--- config.mk ---
export PLATFORM = sky130hd
export DESIGN_NAME = tsp_ram
export DESIGN_NICKNAME = d
export VERILOG_FILES = /design/src/rtl/tsp_nearest_neighbor_two_opt_macros.svh /design/src/rtl/tsp_ram.sv
export SDC_FILE = /design/constraint.sdc
export NUM_CORES = 1
export LEC_CHECK = 0
export ABC_AREA = 1
export BUFFER_PORTS_ARGS = -buffer_cell sky130_fd_sc_hd__buf_2
export CAP_MARGIN = 20
export CORE_MARGIN = 5
export CORE_UTILIZATION = 40
export DETAILED_ROUTE_END_ITERATION = 7
export RECOVER_POWER = 25
export SYNTH_ARGS = -nofsm -noshare
export SYNTH_HDL_FRONTEND = slang
export SYNTH_SLANG_ARGS = --single-unit
--- constraint.sdc ---
create_clock -name clk_i -period 1.29 [get_ports clk_i]
set_clock_uncertainty 0.15 [all_clocks]
set_input_delay 0.0645 -clock clk_i [delete_from_list [all_inputs] [get_ports clk_i]]
set_output_delay 0.0645 -clock clk_i [all_outputs]
set_load 0.02 [all_outputs]
--- src/rtl/tsp_nearest_neighbor_two_opt_macros.svh ---
// ----------------------------------------------------------------------------
// TSP solver assertion macros
// Shared concurrent assertion forms, clocked on clk_i and idle in reset.
// ----------------------------------------------------------------------------
`ifndef TSP_NEAREST_NEIGHBOR_TWO_OPT_MACROS_SVH
`define TSP_NEAREST_NEIGHBOR_TWO_OPT_MACROS_SVH

// Consequent holds in the same cycle as the antecedent.
`define TSP_ASSERT_SAME(lbl, ante, cons, msg) \
  lbl: assert property (@(posedge clk_i) disable iff (!rst_ni) (ante) |-> (cons)) \
    else $error(msg);

// Consequent holds in the cycle after the antecedent.
`define TSP_ASSERT_NEXT(lbl, ante, cons, msg) \
  lbl: assert property (@(posedge clk_i) disable iff (!rst_ni) (ante) |=> (cons)) \
    else $error(msg);

`endif

--- src/rtl/tsp_ram.sv ---
// ----------------------------------------------------------------------------
// TSP solver RAM
// Simple dual port memory: one write port, one registered read port.
// ----------------------------------------------------------------------------
module tsp_ram #(
  parameter int unsigned DEPTH = 32,
  parameter int unsigned WIDTH = 8
) (
  input  logic                     clk_i,
  input  logic                     we_i,
  input  logic [$clog2(DEPTH)-1:0] waddr_i,
  input  logic [WIDTH-1:0]         wdata_i,
  input  logic [$clog2(DEPTH)-1:0] raddr_i,
  output logic [WIDTH-1:0]         rdata_o
);

  logic [WIDTH-1:0] mem_q [DEPTH];
  logic [WIDTH-1:0] rdata_q;

  always_ff @(posedge clk_i) begin
    if (we_i) begin
      mem_q[waddr_i] <= wdata_i;
    end
  end

  always_ff @(posedge clk_i) begin
    rdata_q <= mem_q[raddr_i];
  end

  assign rdata_o = rdata_q;

endmodule

==> run_results.csv <==
group,metric,value,unit
clock_tree,clk_pin_slew,70,ps
synthesis,yosysSeqAreaShare,72.8,%
route,antenna_left,0,
clock_tree,cts_tree,"built",
hold_path,holdPathStages,8,
place,globalplace.congestion,0.834,
die,dieHeight,174,um
power_and_ir_drop,p_leak,4.80,nW
route,num_vias,7090,
die,start_util,40.4,%
clock_tree,cts_root_buffer,"clkbuf_16",
critical_path,cp-start-kind,"register",
power_and_ir_drop,p_total,0.0183,W
synthesis,yosysWarnings,0,
layout,nets,1041,
timing,post-route-period-util,98.9,%
status,status,"finished, final reports clean",
place,postPlaceCellArea,11800,um^2
critical_path,worst_path_largest_cell_delay,380,ps
layout,layout-drive-gt1-share,16.6,%
clock_tree,htreeDepth,1,
timing,setup_tns,0,ps
layout,diodes,0,
place,dpl.hpwl,16400,um
timing,tightestPinTransition,854,ps
die,die-area,30400,um^2
timing,setup_viol,0,
route,drtIter0Drc,627,
route,first_pass_iters,5,
global_route,grtUsageTotal,17.3,%
synthesis,ys_top_cells_by_area,"edfxtp_1 (71%), nand2_1 (13%), nand3_1 (9.5%), buf_6 (2.5%), dfxtp_1 (1.5%)",
critical_path,worstRegToRegCells,8,
synthesis,synth_area_per_cell,11.7,um^2
global_route,grt_overflow_total,0,
critical_path,path_max_fanout,1,
power_and_ir_drop,switching_share,22.3,%
clock_tree,cts_buffers,27,
global_route,grt_pass1_vias,6911,
layout,fin_area,12800,um^2
timing,max_slew_margin,43.0,%
critical_path,r2r_setup_slack,50,ps
critical_path,rr_startpoint,"mem_q[11][1]",
global_route,antenna_found_initial,0,
route,wl_per_cell,19.2,um
synthesis,syn-cell-area,10800,um^2
critical_path,crit_required,1080,ps
route,routed_wl,26600,um
timing,min_period,1280,ps
clock_tree,insertion_delay,540,ps
critical_path,crit_path_end_kind,"output pin",
power_and_ir_drop,p_seq_share,52.6,%
critical_path,path_buf_inv,1,
critical_path,cp_slowest_cell,"dfxtp_2",
synthesis,syn_inst,922,
critical_path,critPathKind,"register to output pin",
layout,areaGrowthSynthToFinish,18.5,%
synthesis,synth_nets,942,
synthesis,yosysUniqueCellTypes,12,
layout,final_cells,1383,
route,drc_errors,0,
global_route,grt_max_degree,59,
power_and_ir_drop,cellPowerDensity,1430,nW/um^2
route,via_per_inst,5.13,
timing,max_freq,784,MHz
flow_run,maxCapViolations,0,
layout,final_core_util,47.8,%
hold_path,min_from,"raddr_i[2]",
die,core,26700,um^2
timing,hold_violations,0,
clock_tree,cts_sinks,264,
critical_path,critical_path_arrival,1060,ps
power_and_ir_drop,p_sw,0.00407,W
critical_path,path_cells,"buf_6",
die,rows,60,
die,pin_count,28,
place,place_inst,1324,
timing,rsz0062_at_grt,"true",
hold_path,min_to,"rdata_o[0]",
power_and_ir_drop,intPower,0.0142,W
global_route,grt_pass1_wl,40700,um
die,dieWidth,174,um
synthesis,yosys.area.top_type_share,71.3,%
power_and_ir_drop,pwr-share-clk,39.9,%
power_and_ir_drop,power_frac_comb,7.6,%
critical_path,cp_top_family,"flip-flops",
synthesis,synth-seq-cells,264,
power_and_ir_drop,peakVddDrop,0.00111,V
clock_tree,clockBufferDepth,3,
place,io_buffer_count,27,
critical_path,timing.rr.end,"rdata_o[1]",
timing,drv_slew,0,
hold_path,hp-class,"input pin to register",
synthesis,synth_top_area_cell,"edfxtp_1",
==> kinds of logic (layout without fill, tap and decap cells) <==
logic type / Yosys count / in the layout / synth area share, %
buffers and inverters: 62 / 182 / 4.14
flip-flops: 264 / 264 / 72.8
AND/OR/NAND/NOR: 596 / 596 / 23.1
==> routing by layer <==
| layer | wire length [um] | track usage (%) | vias up | share of wire [%] |
|---|---|---|---|---|
| met5 | 0 | 0 | - | 0 |
| met3 | 1630 | 2.26 | 39 | 6.1 |
| met4 | 581 | 4.88 | 0 | 2.2 |
| met2 | 12600 | 27.4 | 225 | 47 |
| met1 | 11800 | 25.1 | 3427 | 44 |
| li1 | - | - | 3399 | - |
==> power groups by stage <==
stage	logic (W)	clock network (W)	registers [W]
3_5_place_dp	0.00132	0	0.00977
4_1_cts	0.00136	0.00741	0.00959
2_1_floorplan	0.000687	0	0.00978
3_3_place_gp	0.00131	0	0.00977
5_1_grt	0.00152	0.00777	0.00960
6_report	0.00138	0.00727	0.00960
==> cells in the final DEF, fill, tap and decap left out <==
master / Yosys / final
clkbuf_1: 7 / 23
dlygate4sd3_1: 0 / 9
clkbuf_16: 0 / 27
clkinvlp_4: 0 / 2
nand2_1: 360 / 355
clkinv_1: 0 / 4
dfxtp_4: 0 / 1
buf_4: 4 / 64
clkbuf_8: 0 / 2
buf_12: 0 / 13
nand2_2: 0 / 5
clkbuf_2: 0 / 1
nand3_1: 204 / 181
inv_2: 2 / 1
clkinv_2: 0 / 5
nand3_2: 0 / 23
nor2_1: 32 / 32
inv_6: 0 / 1
edfxtp_1: 256 / 256
buf_6: 24 / 3
dfxtp_1: 8 / 1
inv_1: 8 / 8
buf_2: 15 / 17
bufinv_16: 0 / 1
inv_4: 0 / 1
dfxtp_2: 0 / 6
==> cells in the mapped netlist <==
cell type,instances
inv_1,8
buf_4,4
clkbuf_1,7
buf_1,2
buf_6,24
edfxtp_1,256
buf_2,15
nand3_1,204
dfxtp_1,8
inv_2,2
nor2_1,32
nand2_1,360
==> final cells by class <==
type	count	area (um^2)
Inverter	10	40.0
Fill cell	2452	13900
Sequential cell	264	7860
Multi-Input combinational cell	596	2620
Timing Repair Buffer	122	1010
Clock buffer	37	733
Tap cell	341	427
Clock inverter	13	93.8
==> through the flow <==
step                hold WS, ps  setup slack (ps)
finish                     58.9              14.0
detailed placement          280              -232
CTS                        13.1              4.48
global placement            274              -229
global route                109             -45.8
floorplan                  13.4              41.5
==> flip-flops by register name (all words and copies together) (netlist names) <==
name,count
mem_q,256
rdata_o,8
==> what timing repair did <==
action / in CTS / in global routing
hold buffers: 9 / 0
pin swaps: 0 / 6
endpoints found under the setup margin: 8 / 10
buffers inserted: 0 / 0
hold endpoints to repair: 159 / 0
gates resized for setup: 19 / 27
==> worst max path at each step <==
stage	depth (start not counted)	endpoint	from
after floorplan	3	mem_q[0][0]	waddr_i[0]
after global placement	12	rdata_o[1]	raddr_i[0]
after detailed placement	12	rdata_o[1]	raddr_i[0]
after CTS	1	rdata_o[6]	rdata_o[6]
after global routing	8	rdata_o[1]	mem_q[10][1]
final	1	rdata_o[4]	rdata_o[4]
Note: power is estimated with default switching activity, not from simulation.
